[src/design/tpq_pkg.sv]
`timescale 1ns / 1ps
`default_nettype none

package tpq_pkg;

    localparam int DATA_W = 16;
    localparam int OCC_W  = 5;
    localparam int MODE_W = 2;

    localparam logic [MODE_W-1:0] MODE_TAIL = 2'd0;
    localparam logic [MODE_W-1:0] MODE_PRIO = 2'd1;
    localparam logic [MODE_W-1:0] MODE_DEQ  = 2'd2;

    localparam logic signed [DATA_W-1:0] THR_RESET = 16'sd60;

    typedef enum logic [1:0] {
        ST_DONE  = 2'd0,
        ST_EMPTY = 2'd1,
        ST_FULL  = 2'd2
    } status_t;

    typedef enum logic [1:0] {
        CELL_HOLD   = 2'd0,
        CELL_INSERT = 2'd1,
        CELL_POP    = 2'd2
    } cell_op_t;

    // Broadcast to every cell.
    typedef struct packed {
        cell_op_t op;
        logic     prio_ins;
    } tpq_ctrl_t;

    // Passed from each cell to its right-hand neighbor.
    typedef struct packed {
        logic below_seen;
        logic at_after;
    } tpq_link_t;

endpackage

`default_nettype wire

[src/design/tpq_cell.sv]
`timescale 1ns / 1ps
`default_nettype none

module tpq_cell
    import tpq_pkg::*;
#(
    parameter int QUEUE_DEPTH = 16,
    parameter int VALUE_WIDTH = 16,
    parameter int IDX         = 0,
    localparam int CNT_W      = $clog2(QUEUE_DEPTH + 1),
    localparam int CMP_W      = (VALUE_WIDTH > DATA_W) ? VALUE_WIDTH : DATA_W
)
(
    input  wire logic                    clk,
    input  wire tpq_ctrl_t               ctrl,
    input  wire logic [CNT_W-1:0]        count,
    input  wire logic [VALUE_WIDTH-1:0]  ins_value,
    input  wire logic signed [CMP_W-1:0] thr,
    input  wire logic [VALUE_WIDTH-1:0]  left_entry,
    input  wire logic [VALUE_WIDTH-1:0]  right_entry,
    input  wire tpq_link_t               link_in,
    output tpq_link_t                    link_out,
    output logic [VALUE_WIDTH-1:0]       entry
);

    logic [VALUE_WIDTH-1:0]  entry_reg;
    logic [VALUE_WIDTH-1:0]  entry_next;
    logic                    occupied;
    logic signed [CMP_W-1:0] entry_s;
    logic                    below;
    logic                    below_seen;
    logic                    at_after;

    assign occupied   = CNT_W'(IDX) < count;
    assign entry_s    = CMP_W'($signed(entry_reg));
    assign below      = occupied && (entry_s < thr);
    assign below_seen = link_in.below_seen | below;
    // Insert point is the first free slot, or the first low entry on a priority insert.
    assign at_after   = !occupied | (ctrl.prio_ins & below_seen);

    assign link_out.below_seen = below_seen;
    assign link_out.at_after   = at_after;
    assign entry               = entry_reg;

    always_comb
    begin
        entry_next = entry_reg;
        case (ctrl.op)
            CELL_INSERT:
            begin
                if (link_in.at_after)
                begin
                    entry_next = left_entry;
                end
                else if (at_after)
                begin
                    entry_next = ins_value;
                end
            end
            CELL_POP:
            begin
                entry_next = right_entry;
            end
            default:
            begin
                entry_next = entry_reg;
            end
        endcase
    end

    always_ff @(posedge clk)
    begin
        entry_reg <= entry_next;
    end

endmodule

`default_nettype wire

[src/design/two_class_priority_queue.sv]
// Latency: a result shows the cycle after acceptance unless held in the skid entry.
// Throughput: one operation per cycle unless in_stall; every cell compares against
// the threshold and shifts in the same cycle; a two-deep output buffer takes stalls.
// Reset: entry count and output buffer valid flags cleared, threshold set to 60.
// Entry cells are not cleared; only the occupied ones are ever read.
`timescale 1ns / 1ps
`default_nettype none

module two_class_priority_queue
    import tpq_pkg::*;
#(
    parameter int QUEUE_DEPTH = 16,
    parameter int VALUE_WIDTH = 16
)
(
    input  wire logic                     clk,
    input  wire logic                     rst_n,
    input  wire logic                     cfg_wr_en,
    input  wire logic signed [DATA_W-1:0] cfg_wr_data,
    input  wire logic                     in_valid,
    output logic                          in_stall,
    input  wire logic [MODE_W-1:0]        mode,
    input  wire logic signed [DATA_W-1:0] value,
    output logic                          out_valid,
    input  wire logic                     out_stall,
    output logic signed [DATA_W-1:0]      head_value,
    output logic [1:0]                    status,
    output logic [OCC_W-1:0]              occupancy
);

    localparam int CNT_W = $clog2(QUEUE_DEPTH + 1);
    localparam int CMP_W = (VALUE_WIDTH > DATA_W) ? VALUE_WIDTH : DATA_W;

    logic [CNT_W-1:0]        count_reg;
    logic [CNT_W-1:0]        count_next;
    logic signed [DATA_W-1:0] thr_reg;

    logic                    out_valid_reg;
    logic [DATA_W-1:0]       out_head_reg;
    status_t                 out_status_reg;
    logic [OCC_W-1:0]        out_occ_reg;
    logic                    skid_valid_reg;
    logic [DATA_W-1:0]       skid_head_reg;
    status_t                 skid_status_reg;
    logic [OCC_W-1:0]        skid_occ_reg;

    logic                    accept;
    logic                    out_take;
    logic                    full;
    logic                    empty;
    logic [VALUE_WIDTH-1:0]  ins_value;
    logic signed [CMP_W-1:0] thr_ext;
    logic signed [CMP_W-1:0] ins_ext;
    logic                    val_hi;
    tpq_ctrl_t               ctrl;
    logic [DATA_W-1:0]       res_head;
    status_t                 res_status;
    logic [OCC_W-1:0]        res_occ;

    logic [VALUE_WIDTH-1:0]  cell_entry [QUEUE_DEPTH];
    tpq_link_t               link [QUEUE_DEPTH+1];

    assign accept    = in_valid && !in_stall;
    assign out_take  = out_valid_reg && !out_stall;
    assign in_stall  = skid_valid_reg;
    assign full      = count_reg == CNT_W'(QUEUE_DEPTH);
    assign empty     = count_reg == '0;
    assign ins_value = VALUE_WIDTH'($unsigned(value));
    assign thr_ext   = CMP_W'(thr_reg);
    assign ins_ext   = CMP_W'($signed(ins_value));
    assign val_hi    = ins_ext >= thr_ext;

    always_comb
    begin
        ctrl.op       = CELL_HOLD;
        ctrl.prio_ins = 1'b0;
        res_head      = '0;
        res_status    = ST_DONE;
        count_next    = count_reg;
        if (accept)
        begin
            case (mode) inside
                MODE_TAIL, MODE_PRIO:
                begin
                    if (full)
                    begin
                        res_status = ST_FULL;
                    end
                    else
                    begin
                        ctrl.op       = CELL_INSERT;
                        ctrl.prio_ins = (mode == MODE_PRIO) && val_hi;
                        count_next    = count_reg + CNT_W'(1);
                    end
                end
                MODE_DEQ:
                begin
                    if (empty)
                    begin
                        res_status = ST_EMPTY;
                    end
                    else
                    begin
                        ctrl.op    = CELL_POP;
                        res_head   = DATA_W'(cell_entry[0]);
                        count_next = count_reg - CNT_W'(1);
                    end
                end
                default:
                begin
                    ctrl.op = CELL_HOLD;
                end
            endcase
        end
    end

    assign res_occ = OCC_W'(count_next);

    assign link[0].below_seen = 1'b0;
    assign link[0].at_after   = 1'b0;

    for (genvar i = 0; i < QUEUE_DEPTH; i++)
    begin : g_cell
        logic [VALUE_WIDTH-1:0] left_w;
        logic [VALUE_WIDTH-1:0] right_w;

        if (i == 0)
        begin : g_first
            assign left_w = '0;
        end
        else
        begin : g_mid_l
            assign left_w = cell_entry[i-1];
        end

        if (i == QUEUE_DEPTH - 1)
        begin : g_last
            assign right_w = cell_entry[i];
        end
        else
        begin : g_mid_r
            assign right_w = cell_entry[i+1];
        end

        tpq_cell #(
            .QUEUE_DEPTH (QUEUE_DEPTH),
            .VALUE_WIDTH (VALUE_WIDTH),
            .IDX         (i)
        ) u_cell (
            .clk         (clk),
            .ctrl        (ctrl),
            .count       (count_reg),
            .ins_value   (ins_value),
            .thr         (thr_ext),
            .left_entry  (left_w),
            .right_entry (right_w),
            .link_in     (link[i]),
            .link_out    (link[i+1]),
            .entry       (cell_entry[i])
        );
    end

    always_ff @(posedge clk or negedge rst_n)
    begin
        if (!rst_n)
        begin
            count_reg <= '0;
            thr_reg   <= THR_RESET;
        end
        else
        begin
            count_reg <= count_next;
            if (cfg_wr_en)
            begin
                thr_reg <= cfg_wr_data;
            end
        end
    end

    // Output buffer: main register plus one skid entry.
    always_ff @(posedge clk or negedge rst_n)
    begin
        if (!rst_n)
        begin
            out_valid_reg  <= 1'b0;
            skid_valid_reg <= 1'b0;
        end
        else if (skid_valid_reg)
        begin
            if (out_take)
            begin
                skid_valid_reg <= 1'b0;
            end
        end
        else if (accept)
        begin
            if (out_valid_reg && !out_take)
            begin
                skid_valid_reg <= 1'b1;
            end
            else
            begin
                out_valid_reg <= 1'b1;
            end
        end
        else if (out_take)
        begin
            out_valid_reg <= 1'b0;
        end
    end

    always_ff @(posedge clk)
    begin
        if (skid_valid_reg)
        begin
            if (out_take)
            begin
                out_head_reg   <= skid_head_reg;
                out_status_reg <= skid_status_reg;
                out_occ_reg    <= skid_occ_reg;
            end
        end
        else if (accept)
        begin
            if (out_valid_reg && !out_take)
            begin
                skid_head_reg   <= res_head;
                skid_status_reg <= res_status;
                skid_occ_reg    <= res_occ;
            end
            else
            begin
                out_head_reg   <= res_head;
                out_status_reg <= res_status;
                out_occ_reg    <= res_occ;
            end
        end
    end

    assign out_valid  = out_valid_reg;
    assign head_value = $signed(out_head_reg);
    assign status     = out_status_reg;
    assign occupancy  = out_occ_reg;

endmodule

`default_nettype wire

[config.mk]
export PLATFORM = sky130hd
export DESIGN_NAME = two_class_priority_queue
export DESIGN_NICKNAME = d
export VERILOG_FILES = /design/src/design/tpq_pkg.sv /design/src/design/tpq_cell.sv /design/src/design/two_class_priority_queue.sv
export SDC_FILE = /design/constraint.sdc
export NUM_CORES = 1
export LEC_CHECK = 0
export BUFFER_PORTS_ARGS = -buffer_cell sky130_fd_sc_hd__buf_2
export CORE_MARGIN = 8
export CORE_UTILIZATION = 40
export CTS_CLUSTER_SIZE = 25
export DETAILED_ROUTE_END_ITERATION = 8
export PLACE_DENSITY = 0.67
export REMOVE_ABC_BUFFERS = 1
export SLEW_MARGIN = 20
export SYNTH_ARGS = -nofsm -noshare
export SYNTH_HDL_FRONTEND = slang
export SYNTH_SLANG_ARGS = --single-unit
[constraint.sdc]
create_clock -name clk -period 5.4 [get_ports clk]
set_clock_uncertainty 0.15 [all_clocks]
set_input_delay 0.54 -clock clk [delete_from_list [all_inputs] [get_ports clk]]
set_output_delay 0.54 -clock clk [all_outputs]
set_load 0.005 [all_outputs]
Yosys cells after proc, flatten, opt, wreduce, memory -nomap -nowiden

Index checks and enable logic that the tools add are counted.

Memories: 0
Bits in writable memories: 0
Word-level logic and storage cells: 280
Bits in registers: 325
Memory bits (read-only): 0
Latch bits: 0
Bits of input ports: 39

Shifts and indexed selects: 0
Muxes and demuxes: 83
Multipliers: 0
Bitwise gates (word level): 48
Div/mod/pow operators: 0
Reductions and logical operators: 65
Add/sub/neg operators: 2
Equal/unequal tests: 23
Magnitude comparators: 33

Operators with widths:

| kind                                                      | number |
|---|---|
| two-way mux 16 bit                                        | 38 |
| case mux 16 bit (2 select lines)                          | 15 |
| less-than comparator 16 bit                               | 16 |
| two-way mux 5 bit                                         | 9 |
| != test 3 x 1 -> 1 bit, second input constant             | 14 |
| less-than comparator 4 x 5 -> 1 bit, first input constant | 8 |
| AND reduction 2 bit                                       | 16 |
| OR 1 bit                                                  | 31 |
| logical AND 1 bit                                         | 20 |
| less-than comparator 3 x 5 -> 1 bit, first input constant | 4 |
| two-way mux 2 bit                                         | 10 |
| zero test 1 bit                                           | 19 |
| AND 1 bit                                                 | 16 |
| >= comparator 16 bit                                      | 1 |
| less-than comparator 1 x 5 -> 1 bit, first input constant | 2 |
| less-than comparator 2 x 5 -> 1 bit, first input constant | 2 |
| two-way mux 1 bit                                         | 10 |
| AND reduction 3 bit                                       | 3 |
| nonzero test 2 bit                                        | 4 |
| adder 5 x 1 -> 5 bit, second input constant               | 1 |
| equality test 5 bit, second input constant                | 1 |
| zero test 5 bit                                           | 1 |
| subtractor 5 x 1 -> 5 bit, second input constant          | 1 |
| equality test 2 x 1 -> 1 bit, second input constant       | 2 |
| 7 further kinds                                           | 10 |

Longest topological paths before layout

Gate-level depths: netlist (run 1).

Depth in word-level cells: 21
Gate-level depth with buffers: 16
Depth with buffers taken out: 12

Modules after synthesis

A second synthesis (run 1) with hierarchy kept.

Cell total of the unflattened synthesis: 2,447
Area, all modules: 23,984.3 µm²

Modules (own cells, without submodules):

| module                       | times used | cells an instance | area an instance (µm²) | sequential area each (µm²) |
|---|---|---|---|---|
| two_class_priority_queue     | 1          | 269               | 3,280.6                | 1,961.9 |
| tpq_cell (g_cell[4].u_cell)  | 1          | 141               | 1,325.0                | 480.5 |
| tpq_cell (g_cell[9].u_cell)  | 1          | 139               | 1,323.8                | 480.5 |
| tpq_cell (g_cell[5].u_cell)  | 1          | 138               | 1,306.3                | 480.5 |
| tpq_cell (g_cell[7].u_cell)  | 1          | 136               | 1,303.8                | 480.5 |
| tpq_cell (g_cell[2].u_cell)  | 1          | 135               | 1,302.5                | 480.5 |
| tpq_cell (g_cell[3].u_cell)  | 1          | 136               | 1,302.5                | 480.5 |
| tpq_cell (g_cell[8].u_cell)  | 1          | 137               | 1,301.2                | 480.5 |
| tpq_cell (g_cell[10].u_cell) | 1          | 137               | 1,297.5                | 480.5 |
| tpq_cell (g_cell[12].u_cell) | 1          | 137               | 1,296.2                | 480.5 |
| tpq_cell (g_cell[6].u_cell)  | 1          | 136               | 1,295.0                | 480.5 |
| tpq_cell (g_cell[1].u_cell)  | 1          | 136               | 1,282.5                | 480.5 |
| tpq_cell (g_cell[0].u_cell)  | 1          | 132               | 1,277.5                | 480.5 |
| tpq_cell (g_cell[11].u_cell) | 1          | 134               | 1,277.5                | 480.5 |
| +3 rows                      | n/a        | n/a               | n/a                    | n/a |

Worst setup path after synthesis (run 1)

No wires, ideal clock.

Path type: reg-to-reg
Start point: register thr_reg[2], in the netlist thr_ext[2]
End point: register g_cell[7].u_cell.entry_reg[0] (enable)
Buffers on the path: 2
Clock period less this slack: 4.491 ns
Path slack: 0.909 ns
Stages on the path, launching flop included: 15
Data arrival time: 3.943 ns
Cell sequence: dfstp_2 inv_1 ha_1 a211o_1 a31oi_1 nor3_1 o31ai_1 o221ai_1 o2bb2ai_1 o31ai_1 nand2b_1 buf_2 buf_2 inv_1 a31oi_1

Cells in the longest elaborated chain, start to end: 13

RTL lines:

| what                                        | line                            | RTL |
|---|---|---|
| start, declared                             | two_class_priority_queue.sv:36  | `logic signed [DATA_W-1:0] thr_reg;` |
| start signal, assigned                      | two_class_priority_queue.sv:175 | `thr_reg <= cfg_wr_data;` |
| less-than comparator 16 bit                 | tpq_cell.sv:36                  | `assign below = occupied && (entry_s < thr);` |
| logical AND 1 bit                           | tpq_cell.sv:36                  |  |
| OR 1 bit (7 in series)                      | tpq_cell.sv:37                  | `assign below_seen = link_in.below_seen \| below;` |
| AND 1 bit                                   | tpq_cell.sv:39                  | `assign at_after = !occupied \| (ctrl.prio_ins & below_seen);` |
| OR 1 bit                                    | tpq_cell.sv:39                  |  |
| != test 3 x 1 -> 1 bit (no source line) (*) | n/a                             |  |
| AND reduction 2 bit (no source line) (*)    | n/a                             |  |
| end signal, assigned                        | tpq_cell.sv:73                  | `entry_reg <= entry_next;` |
| end, declared                               | tpq_cell.sv:26                  | `logic [VALUE_WIDTH-1:0] entry_reg;` |

Every way passes the cells marked *; elsewhere a longest branch is shown, timed or not.
A chain may end at the register's enable or synchronous reset.

Worst setup path in the final report (run 1)

Start point: register thr_reg[5], in the netlist thr_ext[5]
End point: register g_cell[13].u_cell.entry_reg[8], data pin

Cells in the longest elaborated chain, start to end: 18

RTL lines:

| what                                      | line           | RTL |
|---|---|---|
| less-than comparator 16 bit               | tpq_cell.sv:36 |  |
| logical AND 1 bit                         | tpq_cell.sv:36 |  |
| OR 1 bit (12 in series)                   | tpq_cell.sv:37 |  |
| AND 1 bit (*)                             | tpq_cell.sv:39 |  |
| OR 1 bit (*)                              | tpq_cell.sv:39 |  |
| two-way mux 16 bit (*)                    | tpq_cell.sv:51 | `if (link_in.at_after)` |
| case mux 16 bit (2 select lines) (*)      | tpq_cell.sv:48 | `case (ctrl.op)` |
| named net g_cell[13].u_cell.entry_next[8] | tpq_cell.sv:27 | `logic [VALUE_WIDTH-1:0] entry_next;` |
| end signal, assigned                      | tpq_cell.sv:73 |  |
| end, declared                             | tpq_cell.sv:26 |  |

Mark *: on every way through the listed nets, which the timed path passes. The rest lies on a longest branch.

==> key figures, run 1 <==
STA
  – Max-slew violation count: 0
  – Hold Slack: between 70 and 80 ps
  – Fmax: 202 MHz
  – RSZ-0062 raised after global routing: false
  – Hold Fails Final Rpt: 0
  – Final-report setup violation count: 0
  – Final cycle utilization of the critical path: around 92%
  – Setup slack after layout: 454 ps
  – Worst-Margin Slew: 1140 ps
  – Worst slew margin: about a quarter
  – Tmin final: 4950 ps

Finish
  – Multi-input logic area: between 10000 and 15000 um2
  – Fin area: 24400 um2
  – Post-layout net count: 2300
  – Sequential cell area: roughly 9600 um2
  – Antenna Diode Count: 0
  – Max reg flops: 256
  – Share of cells above drive strength 1: 18.9%
  – Fillers: a little over 5000
  – Area delta synth->final: 11.1%

Power and ir drop
  – Pleak: approximately 9.6 nW
  – Power per Cell Area: roughly 500 nW/um2
  – Logic pwr share: between 40% and 50%
  – Pwr Total: about 0.012 W
  – P_int: 0.00763 W
  – Peak VDD IR: slightly below 300 uV
  – Clk pwr share: about a fifth
  – Sequential Power Share: between 30% and 40%
  – Sw frac: a little under two fifths
  – Switching power: between 0.004 and 0.005 W

CTS
  – Worst-path clk slew: around 60 ps
  – Cts bufs inserted: 37
  – CTS sink count: approximately 330
  – Worst-Skew Late Latency: 540 ps
  – Clock tree root buffer cell: clkbuf_16
  – CTS Buffer Depth: 3
  – H-tree Lvls: 2
  – CTS resizes: 0
  – CTS tree: built

Placement
  – Placed cell area: around 23000 um2
  – Worst setup slack after placement: ~550 ps
  – Hpwl dp: 47.5 mm
  – PortBufs: 63
  – GP Congestion: between 0.9 and 1

Drt
  – Remaining antenna violation count after routing: 0
  – Detailed-route DRC error count: 0
  – Initial drt markers: 1483
  – Wire per inst: between 20 and 25 um
  – WL final: ~66 mm
  – Total number of vias: between 15000 and 20000
  – Vias per std cell: between 5 and 6
  – Initial DRT Pass Iterations: 5

Worst hold path
  – Worst hold path type: in2reg
  – Hold Path Stages: 3

Synthesis
  – Flops & latches, synth: 325
  – Most used DFF post-synth: edfxtp_1
  – Syn Std Cell Area: ~22000 um2
  – Post-synth cell types: 76
  – Seq/Total Area, Yosys: between 40% and 50%
  – Ys Warns: 0
  – Synth async-reset ratio: just over 7%
  – Number of synthesized flops with an enable pin: 302
  – Mapped Cells: between 1500 and 2000
  – Post-Syn Area per Cell: ~11 um2

Global routing
  – First-pass GRT wire length: roughly 100 mm
  – Initial antenna violation count: 1
  – Total GRT Usage: between 20 and 25%
  – Number of global-route vias before repair: 16500
  – GR Overflow Total: 0
  – Largest net degree at the start of global routing: around 150

Setup path
  – CP most frequent cell: mux2_2
  – CP max stage delay: 910 ps
  – Setup CP Type: reg2reg
  – CP Cell Sequence: inv_1, ha_1, a211o_1, a21oi_1, a2111oi_0, a21oi_1, mux2_2, o221ai_2, nor3_4, a21oi_2, mux2_2, mux2_2
  – Worst EP required: 5530 ps
  – Critical Path AT: 5070 ps
  – Setup crit end kind: flip-flop
  – Register-to-Register Path Depth: 12
  – Worst path slowest cell: a21oi_2
  – CP Max Fanout: 17
  – Startpoint types: flip-flop

Die
  – Die Y: approximately 250 um
  – Core Region: 54800 um2
  – Full die area: between 60000 and 70000 um2
  – Total I/O pin count: 64
  – Initial Util: between 40% and 50%
  – Row count: between 80 and 90
  – Die Wd: approximately 250 um

Run
  – Max-cap violations: 0

Status
  – Outcome: completed
[path summary, 6_finish.rpt]
path	endpoint	startpoint	slack (ps)
setup / recovery	g_cell[13].u_cell.entry[8]	thr_ext[5]	450
hold / removal	thr_ext[14]	cfg_wr_data[14]	70
setup reg to reg	g_cell[13].u_cell.entry[8]	thr_ext[5]	450
hold reg to reg	status[0]	skid_status_reg[0]	390
max in group asynchronous	count_reg[3]	rst_n	4220
min in group asynchronous	thr_ext[10]	rst_n	440
[Yosys cell counts, types with 9 or more instances]
cell type,instances,share of area (%)
a211oi_1,21,0.72
a21o_1,28,0.96
a21oi_1,91,2.1
a31oi_1,19,0.54
and2_1,18,0.51
buf_2,13,0.30
clkbuf_1,69,1.2
dfrtp_1,19,2.2
edfxtp_1,302,41
ha_1,261,15
inv_1,47,0.80
mux2_1,32,1.6
mux2_2,175,9.0
mux2i_1,146,6.6
nand2_1,202,3.4
nand2b_1,24,0.68
nand3_1,16,0.36
nand4_1,21,0.60
nor2_1,48,0.82
nor2b_1,12,0.34
nor3_1,17,0.39
o211ai_1,12,0.41
o21a_1,9,0.31
o21ai_0,211,4.8
[area by class of cell]
class | count | share of cell area, %
flip-flops and latches | 325 | 39.5
inverters | 48 | 0.738
clock buffers | 47 | 4.11
repair buffers | 126 | 3.39
well taps | 704 | 3.61
clock inverters | 17 | 0.512
multi-input cells | 1462 | 48.1
[cells by family after synthesis]
| logic type | count (synthesis) | share of synthesized area, % |
|---|---|---|
| compound gates | 452 | 12.5 |
| xor+xnor | 2 | 0.0797 |
| fa+ha+maj | 261 | 14.9 |
| buf+inv | 148 | 2.94 |
| flops | 325 | 43.9 |
| mux | 354 | 17.4 |
| simple gates | 393 | 8.41 |
[metrics by stage]
step | utilization, % | setup TNS (ps) | instances
after global placement | 42.5 | 0 | 2664
after CTS | 44.6 | 0 | 2729
after floorplan | - | -996770 | 1835
after global routing | 44.6 | 0 | 2729
final | 44.6 | 0 | 2729
after detailed placement | 42.5 | 0 | 2664
[routing by layer]
| metal | part of all wire [%] | GRT usage (%) |
|---|---|---|
| met5 | 0 | 0 |
| met4 | 3.7 | 7.23 |
| met3 | 7.4 | 2.75 |
| met2 | 46 | 33.3 |
| met1 | 43 | 27.2 |
[placed cells by master, fill, tap and decap left out, types with 4 or more instances in the layout]
master	n
inv_1	47
nor2_1	47
ha_1	260
clkinv_2	7
nand2_1	202
nor3_1	17
a211oi_1	21
nor4_1	8
dfstp_2	4
a21oi_1	89
o21ai_0	211
a21o_1	28
a221o_1	6
o31ai_1	5
edfxtp_1	302
nor3b_1	6
and4_1	5
clkbuf_8	4
a211o_1	7
o211ai_1	12
mux2i_1	146
and2_1	18
nand3_1	16
mux2_2	175
clkbuf_16	37
buf_2	63
nor2b_1	12
nand4_1	21
clkinv_1	9
a31oi_2	4
o21a_1	9
a31oi_1	15
dfrtp_1	19
buf_4	59
clkbuf_1	6
mux2_1	32
nand2b_1	24
[power groups by stage]
stage	clock [W]	combinational (W)	sequential (W)
6_report	0.00243	0.00531	0.00446
5_1_grt	0.00255	0.00580	0.00452
4_1_cts	0.00245	0.00527	0.00446
3_5_place_dp	0	0.00525	0.00450
3_3_place_gp	0	0.00503	0.00450
2_1_floorplan	0	0.00382	0.00427
[critical path: cells and delay by family (launching register included)]
kind	cells	cell delay (ps)
AOI/OAI and AO/OA	6	1890
adders and majority gates	1	400
buffers and inverters	1	670
DFF	1	360
muxes	3	1090
and+or+nand+nor	1	120
[timing repair]
item / 4_1_cts / 5_1_grt
endpoints found under the setup margin: 0 / 0
hold buffers: 1 / 0
setup buffers: 0 / 0
hold endpoints to repair: 19 / 0
No activity file was read; power rests on OpenSTA's default activity.
==> run 2: changes to the inputs <==
--- a/config.mk
+++ b/config.mk
@@ -7,10 +7,10 @@
 export LEC_CHECK = 0
 export BUFFER_PORTS_ARGS = -buffer_cell sky130_fd_sc_hd__buf_2
 export CORE_MARGIN = 8
-export CORE_UTILIZATION = 40
+export CORE_UTILIZATION = 60
 export CTS_CLUSTER_SIZE = 25
 export DETAILED_ROUTE_END_ITERATION = 8
-export PLACE_DENSITY = 0.67
+export PLACE_DENSITY = 0.89
 export REMOVE_ABC_BUFFERS = 1
 export SLEW_MARGIN = 20
 export SYNTH_ARGS = -nofsm -noshare
==> run 2 against run 1 <==
  * Worst hold slack lost 5.7 ps
  * Combinational power up 0.8%
  * Power rose by 1.2%
  * Sequential power about the same
  * Final area shrank 1.3%
  * Setup slack got worse by 130 ps
  * Highest routed layer is now met5
==> key figures, run 2 (synthesis gave the netlist of run 1 again) <==
Setup path
  – CP max stage delay: approximately 710 ps
  – CP Max Fanout: 18
  – Setup crit end kind: flip-flop
  – Worst EP required: between 5000 and 6000 ps
  – Startpoint types: flip-flop
  – CP Cell Sequence: inv_1, buf_4, ha_1, a2111o_1, o211ai_1, a21oi_1, a21oi_1, mux2i_1, o2111ai_4, nor4_1, o21a_1, mux2_2, mux2_2
  – Worst path slowest cell: o21a_1
  – Register-to-Register Path Depth: 13
  – Critical Path AT: between 5000 and 6000 ps
  – Setup CP Type: reg2reg

CTS
  – Cts bufs inserted: 37
  – CTS resizes: 0
  – CTS Buffer Depth: 3
  – Clock tree root buffer cell: clkbuf_16
  – Worst-Skew Late Latency: about 540 ps
  – CTS sink count: around 330
  – Post-CTS setup buffer count: 0
  – # hold bufs at CTS: 1
  – CTS tree: built
  – Worst-path clk slew: around 60 ps
  – H-tree Lvls: 2

Finish
  – Final core occ: about two thirds
  – Share of cells above drive strength 1: about 18%
  – Fillers: 2465
  – Commonest non-fill, non-tap cell in the layout: edfxtp_1
  – Post-layout net count: between 2000 and 2500
  – Max reg flops: around 260
  – Area delta synth->final: 9.67%
  – Most frequent cells in the layout: edfxtp_1 (302), ha_1 (260), o21ai_0 (211)

STA
  – Fmax: 197 MHz
  – Worst-Margin Slew: roughly 1300 ps
  – Hold Fails Final Rpt: 0
  – Max-slew violation count: 0
  – RSZ-0062 raised after global routing: false
  – Setup slack after layout: ~330 ps
  – Final cycle utilization of the critical path: approximately 94%
  – Hold Slack: roughly 70 ps
  – Tmin final: a little over 5000 ps
  – Final-report setup violation count: 0
  – Worst slew margin: roughly 15%

Die
  – Die Y: approximately 210 um
  – Total I/O pin count: 64
  – Full die area: 43000 um2
  – Row count: 70
  – Core Region: ~36000 um2
  – Initial Util: approximately 60%
  – Die Wd: ~210 um

Status
  – Outcome: completed

Global routing
  – Total GRT Usage: around 28%
  – Initial antenna violation count: 3
  – Largest net degree at the start of global routing: between 150 and 200
  – GR Overflow Total: 0
  – Number of global-route vias before repair: about 17000
  – First-pass GRT wire length: 96.2 mm

Power and ir drop
  – Power per Cell Area: 512 nW/um2
  – Pleak: between 9 and 10 nW
  – Peak VDD IR: between 300 and 400 uV

Drt
  – Initial drt markers: around 1800
  – Vias per std cell: 6.80
  – Detailed-route DRC error count: 0
  – Total number of vias: between 15000 and 20000
  – Remaining antenna violation count after routing: 0
  – WL final: between 60 and 70 mm
  – Initial DRT Pass Iterations: 6
  – Wire per inst: 25.2 um

Worst hold path
  – Hold Path Stages: 3
  – Worst hold path type: in2reg

Placement
  – GP Congestion: 0.958
  – Worst setup slack after placement: between 400 and 500 ps
  – Hpwl dp: ~44 mm
  – PortBufs: 63

Run
  – Max-cap violations: 0
[run 2: cell count changes in the layout (fill, tap and decap cells not counted)]
cell / previous run / this run
buf_4: 59 / 50
bufinv_16: 2 / 4
clkbuf_1: 6 / 7
clkbuf_8: 4 / 2
clkinv_1: 9 / 8
clkinv_2: 7 / 5
clkinvlp_4: 0 / 1
diode_2: 0 / 3
inv_6: 0 / 2
nor2_1: 47 / 48
nor2_2: 2 / 1
[run 2: cell type report]
| cell class | count | area [um2] | area share, % |
|---|---|---|---|
| Sequential cell | 325 | 9650 | 40.0 |
| Antenna cell | 3 | 7.51 | 0.0311 |
| Clock buffer | 46 | 980 | 4.06 |
| Clock inverter | 19 | 196 | 0.815 |
| Timing Repair Buffer | 117 | 761 | 3.15 |
| Multi-Input combinational cell | 1462 | 11800 | 48.7 |
| Tap cell | 468 | 586 | 2.43 |
| Inverter | 48 | 180 | 0.747 |
[run 2: layer usage]
layer	share of wire, %	GRT usage (%)
met3	10	5.84
met2	47	45.7
met1	37	33.8
met5	0.016	0
met4	6.1	16.7
[run 2: worst paths after layout]
kind	from	end	slack, ps
max	thr_ext[7]	g_cell[11].u_cell.entry[0]	330
min	cfg_wr_data[11]	thr_ext[11]	70
max reg2reg	thr_ext[7]	g_cell[11].u_cell.entry[0]	330
min reg2reg	skid_status_reg[1]	status[1]	380
max in group asynchronous	rst_n	thr_ext[6]	4270
min in group asynchronous	rst_n	thr_ext[1]	420
[run 2: power breakdown]
group	total [W]	switching (W)	internal, W
Combinational	0.00535	0.00297	0.00239
Sequential	0.00448	0.000631	0.00385
Clock	0.00250	0.00103	0.00148
Total	0.0123	0.00463	0.00772
[run 2: stage by stage]
stage / TNS (ps) / total power (W) / std cells / instance area [um2]
after detailed placement: 0 / 0.00966 / 2419 / 22900
after floorplan: -996770 / 0.00808 / 1835 / 21500
final: 0 / 0.0123 / 2488 / 24100
after CTS: 0 / 0.0122 / 2485 / 24100
after global placement: 0 / 0.00933 / 2419 / 22900
after global routing: 0 / 0.0129 / 2485 / 24100
[run 2: worst max-delay path, delay by kind of cell (launching register included)]
family                     cells  cell delay, ps
AOI/OAI and AO/OA              6            1840
muxes                          3            1040
buffers and inverters          2             750
DFF                            1             360
and+or+nand+nor                1             350
adders and majority gates      1             290
